===== src/rtl/button_hold_double_press_detector_assert.svh =====
`ifndef BUTTON_HOLD_DOUBLE_PRESS_DETECTOR_ASSERT_SVH
`define BUTTON_HOLD_DOUBLE_PRESS_DETECTOR_ASSERT_SVH

// same-cycle implication, checked outside reset
`define BHDP_ASSERT_NOW(label, clk, rstn, ante, cons) \
    label: assert property (@(posedge clk) disable iff (!(rstn)) (ante) |-> (cons)) \
        else $error("assertion failed");

// next-cycle implication, checked outside reset
`define BHDP_ASSERT_NEXT(label, clk, rstn, ante, cons) \
    label: assert property (@(posedge clk) disable iff (!(rstn)) (ante) |=> (cons)) \
        else $error("assertion failed");

`endif


===== src/rtl/bhdp_pkg.sv =====
`timescale 1ns / 1ps

package bhdp_pkg;

    localparam int COUNT_WIDTH   = 16;
    localparam int CFG_WIDTH     = 16;
    localparam int CFG_IDX_WIDTH = 2;
    localparam int CMP_WIDTH     = (COUNT_WIDTH > CFG_WIDTH) ? COUNT_WIDTH : CFG_WIDTH;

    typedef logic [COUNT_WIDTH-1:0]   count_t;
    typedef logic [CFG_WIDTH-1:0]     cfg_data_t;
    typedef logic [CFG_IDX_WIDTH-1:0] cfg_idx_t;
    typedef logic [CMP_WIDTH-1:0]     cmp_t;

    localparam cfg_idx_t CFG_HOLD_TICKS = 2'd0;
    localparam cfg_idx_t CFG_DOUBLE_GAP = 2'd1;

    localparam cfg_data_t HOLD_TICKS_RST = 16'd5000;
    localparam cfg_data_t DOUBLE_GAP_RST = 16'd700;

    localparam count_t CNT_MAX = '1;

    typedef enum logic [2:0] {
        EV_NONE         = 3'd0,
        EV_PRESS_BEGIN  = 3'd1,
        EV_LONG_HOLD    = 3'd2,
        EV_UPLOAD_EXIT  = 3'd3,
        EV_DOUBLE_PRESS = 3'd4
    } event_code_t;

    typedef struct packed {
        logic button_down;
        logic upload_active;
    } tick_word_t;

    function automatic count_t sat_inc(count_t v);
        count_t r;
        r = (v == CNT_MAX) ? CNT_MAX : v + count_t'(1);
        return r;
    endfunction

endpackage


===== src/rtl/bhdp_in_reg.sv =====
`timescale 1ns / 1ps

module bhdp_in_reg (
    input  logic                aclk,
    input  logic                aresetn,
    input  logic                s_valid,
    output logic                s_ready,
    input  bhdp_pkg::tick_word_t s_word,
    input  logic                take,
    output logic                word_vld,
    output bhdp_pkg::tick_word_t word
);

    logic                 vld_reg;
    logic                 vld_next;
    bhdp_pkg::tick_word_t word_reg;

    assign s_ready  = !vld_reg || take;
    assign word_vld = vld_reg;
    assign word     = word_reg;

    always_comb begin
        vld_next = vld_reg;
        if (s_valid && s_ready) begin
            vld_next = 1'b1;
        end else if (take) begin
            vld_next = 1'b0;
        end
    end

    always_ff @(posedge aclk) begin
        if (!aresetn) begin
            vld_reg <= 1'b0;
        end else begin
            vld_reg <= vld_next;
        end
    end

    always_ff @(posedge aclk) begin
        if (s_valid && s_ready) begin
            word_reg <= s_word;
        end
    end

endmodule


===== src/rtl/bhdp_core.sv =====
`timescale 1ns / 1ps
`include "button_hold_double_press_detector_assert.svh"

module bhdp_core (
    input  logic                   aclk,
    input  logic                   aresetn,
    input  logic                   cfg_we,
    input  bhdp_pkg::cfg_idx_t     cfg_index,
    input  bhdp_pkg::cfg_data_t    cfg_wdata,
    input  logic                   adv,
    input  bhdp_pkg::tick_word_t   word,
    output bhdp_pkg::event_code_t  ev
);

    bhdp_pkg::cfg_data_t hold_ticks_reg;
    bhdp_pkg::cfg_data_t double_gap_reg;

    logic            was_reg,   was_next;
    logic            hand_reg,  hand_next;
    logic            rel_reg,   rel_next;
    bhdp_pkg::count_t hold_reg,  hold_next;
    bhdp_pkg::count_t since_reg, since_next;

    bhdp_pkg::count_t hold_inc;
    bhdp_pkg::count_t since_inc;
    bhdp_pkg::cmp_t   hold_cmp;
    bhdp_pkg::cmp_t   since_cmp;
    bhdp_pkg::cmp_t   ticks_cmp;
    bhdp_pkg::cmp_t   gap_cmp;

    always_ff @(posedge aclk) begin
        if (!aresetn) begin
            hold_ticks_reg <= bhdp_pkg::HOLD_TICKS_RST;
            double_gap_reg <= bhdp_pkg::DOUBLE_GAP_RST;
        end else if (cfg_we) begin
            case (cfg_index)
                bhdp_pkg::CFG_HOLD_TICKS: hold_ticks_reg <= cfg_wdata;
                bhdp_pkg::CFG_DOUBLE_GAP: double_gap_reg <= cfg_wdata;
                default: ;
            endcase
        end
    end

    // counters advance first, decision uses advanced values
    assign hold_inc  = was_reg ? bhdp_pkg::sat_inc(hold_reg) : hold_reg;
    assign since_inc = rel_reg ? bhdp_pkg::sat_inc(since_reg) : since_reg;
    assign hold_cmp  = bhdp_pkg::CMP_WIDTH'(hold_inc);
    assign since_cmp = bhdp_pkg::CMP_WIDTH'(since_inc);
    assign ticks_cmp = bhdp_pkg::CMP_WIDTH'(hold_ticks_reg);
    assign gap_cmp   = bhdp_pkg::CMP_WIDTH'(double_gap_reg);

    always_comb begin
        ev         = bhdp_pkg::EV_NONE;
        was_next   = was_reg;
        hand_next  = hand_reg;
        rel_next   = rel_reg;
        hold_next  = hold_inc;
        since_next = since_inc;
        if (word.upload_active) begin
            if (word.button_down) begin
                if (!was_reg) begin
                    was_next  = 1'b1;
                    hand_next = 1'b1;
                    ev        = bhdp_pkg::EV_UPLOAD_EXIT;
                end
            end else begin
                was_next  = 1'b0;
                hand_next = 1'b0;
                hold_next = '0;
            end
        end else if (word.button_down) begin
            if (!was_reg) begin
                was_next  = 1'b1;
                hand_next = 1'b0;
                hold_next = '0;
                ev        = bhdp_pkg::EV_PRESS_BEGIN;
            end else if (!hand_reg && (hold_cmp >= ticks_cmp)) begin
                hand_next = 1'b1;
                ev        = bhdp_pkg::EV_LONG_HOLD;
            end
        end else begin
            // release: only a short press (not handled as a long hold) counts toward a double press
            if (was_reg && !hand_reg) begin
                if (rel_reg && (since_cmp <= gap_cmp)) begin
                    ev         = bhdp_pkg::EV_DOUBLE_PRESS;
                    rel_next   = 1'b0;
                    since_next = '0;
                end else begin
                    rel_next   = 1'b1;
                    since_next = '0;
                end
            end
            was_next  = 1'b0;
            hand_next = 1'b0;
            hold_next = '0;
        end
    end

    always_ff @(posedge aclk) begin
        if (!aresetn) begin
            was_reg   <= 1'b0;
            hand_reg  <= 1'b0;
            rel_reg   <= 1'b0;
            hold_reg  <= '0;
            since_reg <= '0;
        end else if (adv) begin
            was_reg   <= was_next;
            hand_reg  <= hand_next;
            rel_reg   <= rel_next;
            hold_reg  <= hold_next;
            since_reg <= since_next;
        end
    end

    `BHDP_ASSERT_NOW(a_hold_idle, aclk, aresetn, !was_reg, hold_reg == '0)
    `BHDP_ASSERT_NOW(a_handled_pressed, aclk, aresetn, hand_reg, was_reg)
    `BHDP_ASSERT_NEXT(a_double_clears, aclk, aresetn,
        adv && (ev == bhdp_pkg::EV_DOUBLE_PRESS), !rel_reg && (since_reg == '0))

endmodule


===== src/rtl/bhdp_out_reg.sv =====
`timescale 1ns / 1ps

module bhdp_out_reg (
    input  logic                  aclk,
    input  logic                  aresetn,
    input  logic                  load,
    input  bhdp_pkg::event_code_t ev,
    output logic                  room,
    output logic                  m_valid,
    input  logic                  m_ready,
    output logic [2:0]            m_event_code
);

    logic                  vld_reg;
    logic                  vld_next;
    bhdp_pkg::event_code_t ev_reg;

    assign room         = !vld_reg || m_ready;
    assign m_valid      = vld_reg;
    assign m_event_code = ev_reg;

    always_comb begin
        vld_next = vld_reg;
        if (load) begin
            vld_next = 1'b1;
        end else if (m_ready) begin
            vld_next = 1'b0;
        end
    end

    always_ff @(posedge aclk) begin
        if (!aresetn) begin
            vld_reg <= 1'b0;
        end else begin
            vld_reg <= vld_next;
        end
    end

    always_ff @(posedge aclk) begin
        if (load) begin
            ev_reg <= ev;
        end
    end

endmodule


===== src/rtl/button_hold_double_press_detector.sv =====
// A word waits in the input register, then its event code loads into the result register.
// Throughput: one word per cycle unless m_ready low stalls the result register.
// The input register takes a new word while the result register still holds one.
// Reset (aresetn low, synchronous): channels empty, detector state cleared,
// hold_ticks back to 5000 and double_gap_ticks to 700.
`timescale 1ns / 1ps

module button_hold_double_press_detector (
    input  logic                      aclk,
    input  logic                      aresetn,
    input  logic                      s_valid,
    output logic                      s_ready,
    input  logic                      s_button_down,
    input  logic                      s_upload_active,
    output logic                      m_valid,
    input  logic                      m_ready,
    output logic [2:0]                m_event_code,
    input  logic                      cfg_we,
    input  logic [1:0]                cfg_index,
    input  logic [15:0]               cfg_wdata
);

    bhdp_pkg::tick_word_t  s_word;
    bhdp_pkg::tick_word_t  word;
    bhdp_pkg::event_code_t ev;
    logic                  word_vld;
    logic                  room;
    logic                  adv;

    assign s_word.button_down   = s_button_down;
    assign s_word.upload_active = s_upload_active;
    assign adv = word_vld && room;

    bhdp_in_reg u_in_reg (
        .aclk     (aclk),
        .aresetn  (aresetn),
        .s_valid  (s_valid),
        .s_ready  (s_ready),
        .s_word   (s_word),
        .take     (adv),
        .word_vld (word_vld),
        .word     (word)
    );

    bhdp_core u_core (
        .aclk      (aclk),
        .aresetn   (aresetn),
        .cfg_we    (cfg_we),
        .cfg_index (cfg_index),
        .cfg_wdata (cfg_wdata),
        .adv       (adv),
        .word      (word),
        .ev        (ev)
    );

    bhdp_out_reg u_out_reg (
        .aclk         (aclk),
        .aresetn      (aresetn),
        .load         (adv),
        .ev           (ev),
        .room         (room),
        .m_valid      (m_valid),
        .m_ready      (m_ready),
        .m_event_code (m_event_code)
    );

endmodule

===== config.mk =====
export PLATFORM = sky130hd
export DESIGN_NAME = button_hold_double_press_detector
export DESIGN_NICKNAME = d
export VERILOG_FILES = /design/src/rtl/bhdp_pkg.sv /design/src/rtl/bhdp_in_reg.sv /design/src/rtl/bhdp_core.sv /design/src/rtl/bhdp_out_reg.sv /design/src/rtl/button_hold_double_press_detector.sv
export VERILOG_INCLUDE_DIRS = /design/src /design/src/rtl
export SDC_FILE = /design/constraint.sdc
export NUM_CORES = 1
export LEC_CHECK = 0
export BUFFER_PORTS_ARGS = -buffer_cell sky130_fd_sc_hd__clkbuf_2
export CELL_PAD_IN_SITES_DETAIL_PLACEMENT = 1
export CELL_PAD_IN_SITES_GLOBAL_PLACEMENT = 1
export CORE_UTILIZATION = 30
export CTS_CLUSTER_DIAMETER = 150
export DETAILED_ROUTE_END_ITERATION = 8
export HOLD_SLACK_MARGIN = 0.08
export PLACE_DENSITY = 0.58
export SKIP_CTS_REPAIR_TIMING = 1
export SYNTH_ARGS = -nofsm -noshare
export SYNTH_HDL_FRONTEND = slang
export SYNTH_SLANG_ARGS = --single-unit

===== constraint.sdc =====
create_clock -name aclk -period 7.5 [get_ports aclk]
set_input_delay 0.375 -clock aclk [delete_from_list [all_inputs] [get_ports aclk]]
set_output_delay 0.375 -clock aclk [all_outputs]
set_load 0.01 [all_outputs]

==> metrics.md <==
| Metric | Value |
|---|---|
| Synth Area in Compound Gates | 0.231 |
| Pwr Total | 1.04 mW |
| Most common cell after layout, fill and taps aside | nand2_1 |
| Max Freq | 271 MHz |
| Die width | 125 um |
| Largest family of logic cells by synthesized area | simple AND/OR/NAND/NOR gates |
| MaxCap Viol Count | 0 |
| Main synth FF type | dfxtp_1 |
| Crit path largest cell delay | 640 ps |
| HPWL Detailed | 10500 um |
| CP cell instances | nand4_1 > nor4_4 > and3_1 > xnor2_1 > nand2_1 > ha_1 > nand4_1 > or4_1 > a21o_1 > o211a_1 > o211a_1 |
| Worst-margin pin slew | 1170 ps |
| Die Ht | 125 um |
| Final Hold Fails | 0 |
| Post-synth EDFFs | 5 |
| Xor and xnor area share after synthesis | 0.0326 |
| TNS Setup | 0 ps |
| DR WL/cell | 17.6 um |
| Die ar. | 0.0157 mm^2 |
| Critical Path RT | 7600 ps |
| Initial core utilization | 0.311 |
| Synth warn | 0 |
| CP bufs+invs | 0 |
| Status | completed |
| Sequential area share after synthesis | 0.335 |
| Total Wirelength | 13700 um |
| Vias in the first global route | 4312 |
| Mapped Nets | 626 |
| P&R area growth vs syn | 15.0% |
| Largest net degree at the start of global routing | 39 |
| Crit path max-delay family | simple AND/OR/NAND/NOR gates |
| Worst setup SP type | flip-flop |
| CP Capture Type | flip-flop |
| Relative slew slack | 0.218 |
| Synth Area in Adders | 0.0930 |
| Crit share post-route | 0.493 |
| Ranking of synthesized cells by area | dfxtp_1, ha_1, nand2_1, a21oi_1, edfxtp_1 |
| GRT overflow | 0 |
| Reg clk slew, reported paths | 60 ps |
| CP Class | flip-flop to flip-flop |
| First-pass GRT wire length | 22400 um |
| Critical-path maximum fanout | 15 |
| Routed wl met2 | 6850 um |
| Maximum vdd ir drop | 167 uV |
| Mux contribution to synthesized area | 0.00465 |
| Worst Skew | 6.60 ps |
| Root Buffer | clkbuf_16 |
| Mapped Avg Cell Area | 8.07 um^2 |
| Max layer used | met4 |
| GR Util All Layers | 0.183 |
| Initial antenna violation count | 0 |
| Syn Inst Count | 567 |
| Gpl congestion | 0.853 |
| Min-Delay Path Class | primary input to flip-flop |
| Routed wl met3 | 249 um |
| Ys async rst share | 0 |
| PD cells | 198 mW/mm^2 |
| Port Buf Inserts | 29 |
| Pre-CTS setup slack | 3850 ps |
| Yosys top cell area share | 0.302 |
| Critical path arrival | 3800 ps |
| Max H-tree Level | 3 |
| ANT cells | 0 |
| RSZ-0062 raised after global routing | false |
| Final net count | 646 |
| CTS Buf Count | 9 |
| Vias/cell | 5.22 |
| Core ar. | 0.0147 mm^2 |
| First-pass iteration count of the detailed router | 5 |
| Final core occ | 0.358 |
| Worst-Skew Late Latency | 350 ps |
| Commonest cells after routing, fill and taps aside | nand2_1, dfxtp_1, a21oi_1 |
| Post-route ant nets | 0 |
| Hold slack | 204 ps |
| Final worst slack | 3800 ps |
| Post-Synth Simple-Gate Area | 0.252 |
| M1 wire length | 6390 um |
| Detailed Route Iter0 Violations | 139 |
| Fin crit period | 3700 ps |
| Residual DRC | 0 |
| Synthesized flop and latch total | 74 |
| Max-slew violations | 0 |
| I/O pins | 30 |
| Post-Syn Area | 0.00457 mm^2 |
| Worst path slowest cell | dfxtp_1 |
| TritonCTS clock tree | done |
| Clk buf depth | 2 |
| Area leader, netlist | dfxtp_1 |
| Endpoints failing setup | 0 |
| Leak | 2.14 nW |
| Via count | 4049 |
| Synth unique cells | 62 |
| Layout cell share with drive strength beyond 1 | 0.115 |
| Clock sink count | 74 |
| Rows | 44 |
## through the flow
step	cells	area, um^2
after floorplan	567	4570
after global placement	760	4870
after detailed placement	760	4870
after CTS	776	5260
after global routing	776	5260
final	776	5260
## layout make-up
type,count,area (um^2)
Sequential cell,74,1530
Fill cell,1749,9440
Multi-Input combinational cell,432,2810
Clock buffer,12,267
Clock inverter,4,120
Tap cell,184,230
Timing Repair Buffer,30,153
Inverter,40,150
## path summary, 6_finish.rpt
kind	startpoint	endpoint	slack, ps	cells past startpoint
worst min-delay path	s_button_down	u_in_reg.word[1]	200	1
worst max-delay path	u_core.rel_reg	u_out_reg.m_event_code[2]	3800	11
worst max register to register	u_core.rel_reg	u_out_reg.m_event_code[2]	3800	11
worst min register to register	u_core.double_gap_reg[11]	u_core.double_gap_reg[11]	460	2
## report_power, final
group	leakage (nW)	internal, mW	switching (mW)	total (mW)
Sequential	0.607	0.407	0.00652	0.413
Clock	0.189	0.386	0.176	0.563
Combinational	1.34	0.0234	0.0434	0.0667
## worst register-to-register path, stage by stage (launching register included)
cell and delay (ps):
dfxtp_1 640, nand4_1 340, nor4_4 370, and3_1 260
xnor2_1 190, nand2_1 110, ha_1 340, nand4_1 120
or4_1 560, a21o_1 180, o211a_1 140, o211a_1 200
## synthesized netlist by cell type (7+ instances only)
library cell / instances
o211ai_1: 12
nand3_1: 16
nand4_1: 14
nand2_1: 106
xnor2_1: 9
dfxtp_1: 69
ha_1: 34
inv_1: 39
a22o_1: 11
a21boi_0: 18
nor2_1: 22
xor2_1: 8
clkbuf_1: 14
buf_2: 7
a21oi_1: 45
o21a_1: 11
o21ai_0: 26
and3_1: 10
nor3_1: 10
## routing by layer
layer / vias to the layer above / track usage
li1: 2068 / -
met1: 1945 / 0.219
met2: 23 / 0.327
met3: 13 / 0.0398
met4: 0 / 0.0502
met5: - / 0
## cells by family after synthesis
group	after synthesis
buffers and inverters	61
adder cells (fa/ha/maj)	34
flip-flops	74
AO/OA/AOI/OAI	160
AND/OR/NAND/NOR	219
XOR/XNOR	17
multiplexers	2
Note: power is estimated with default switching activity, not from simulation.
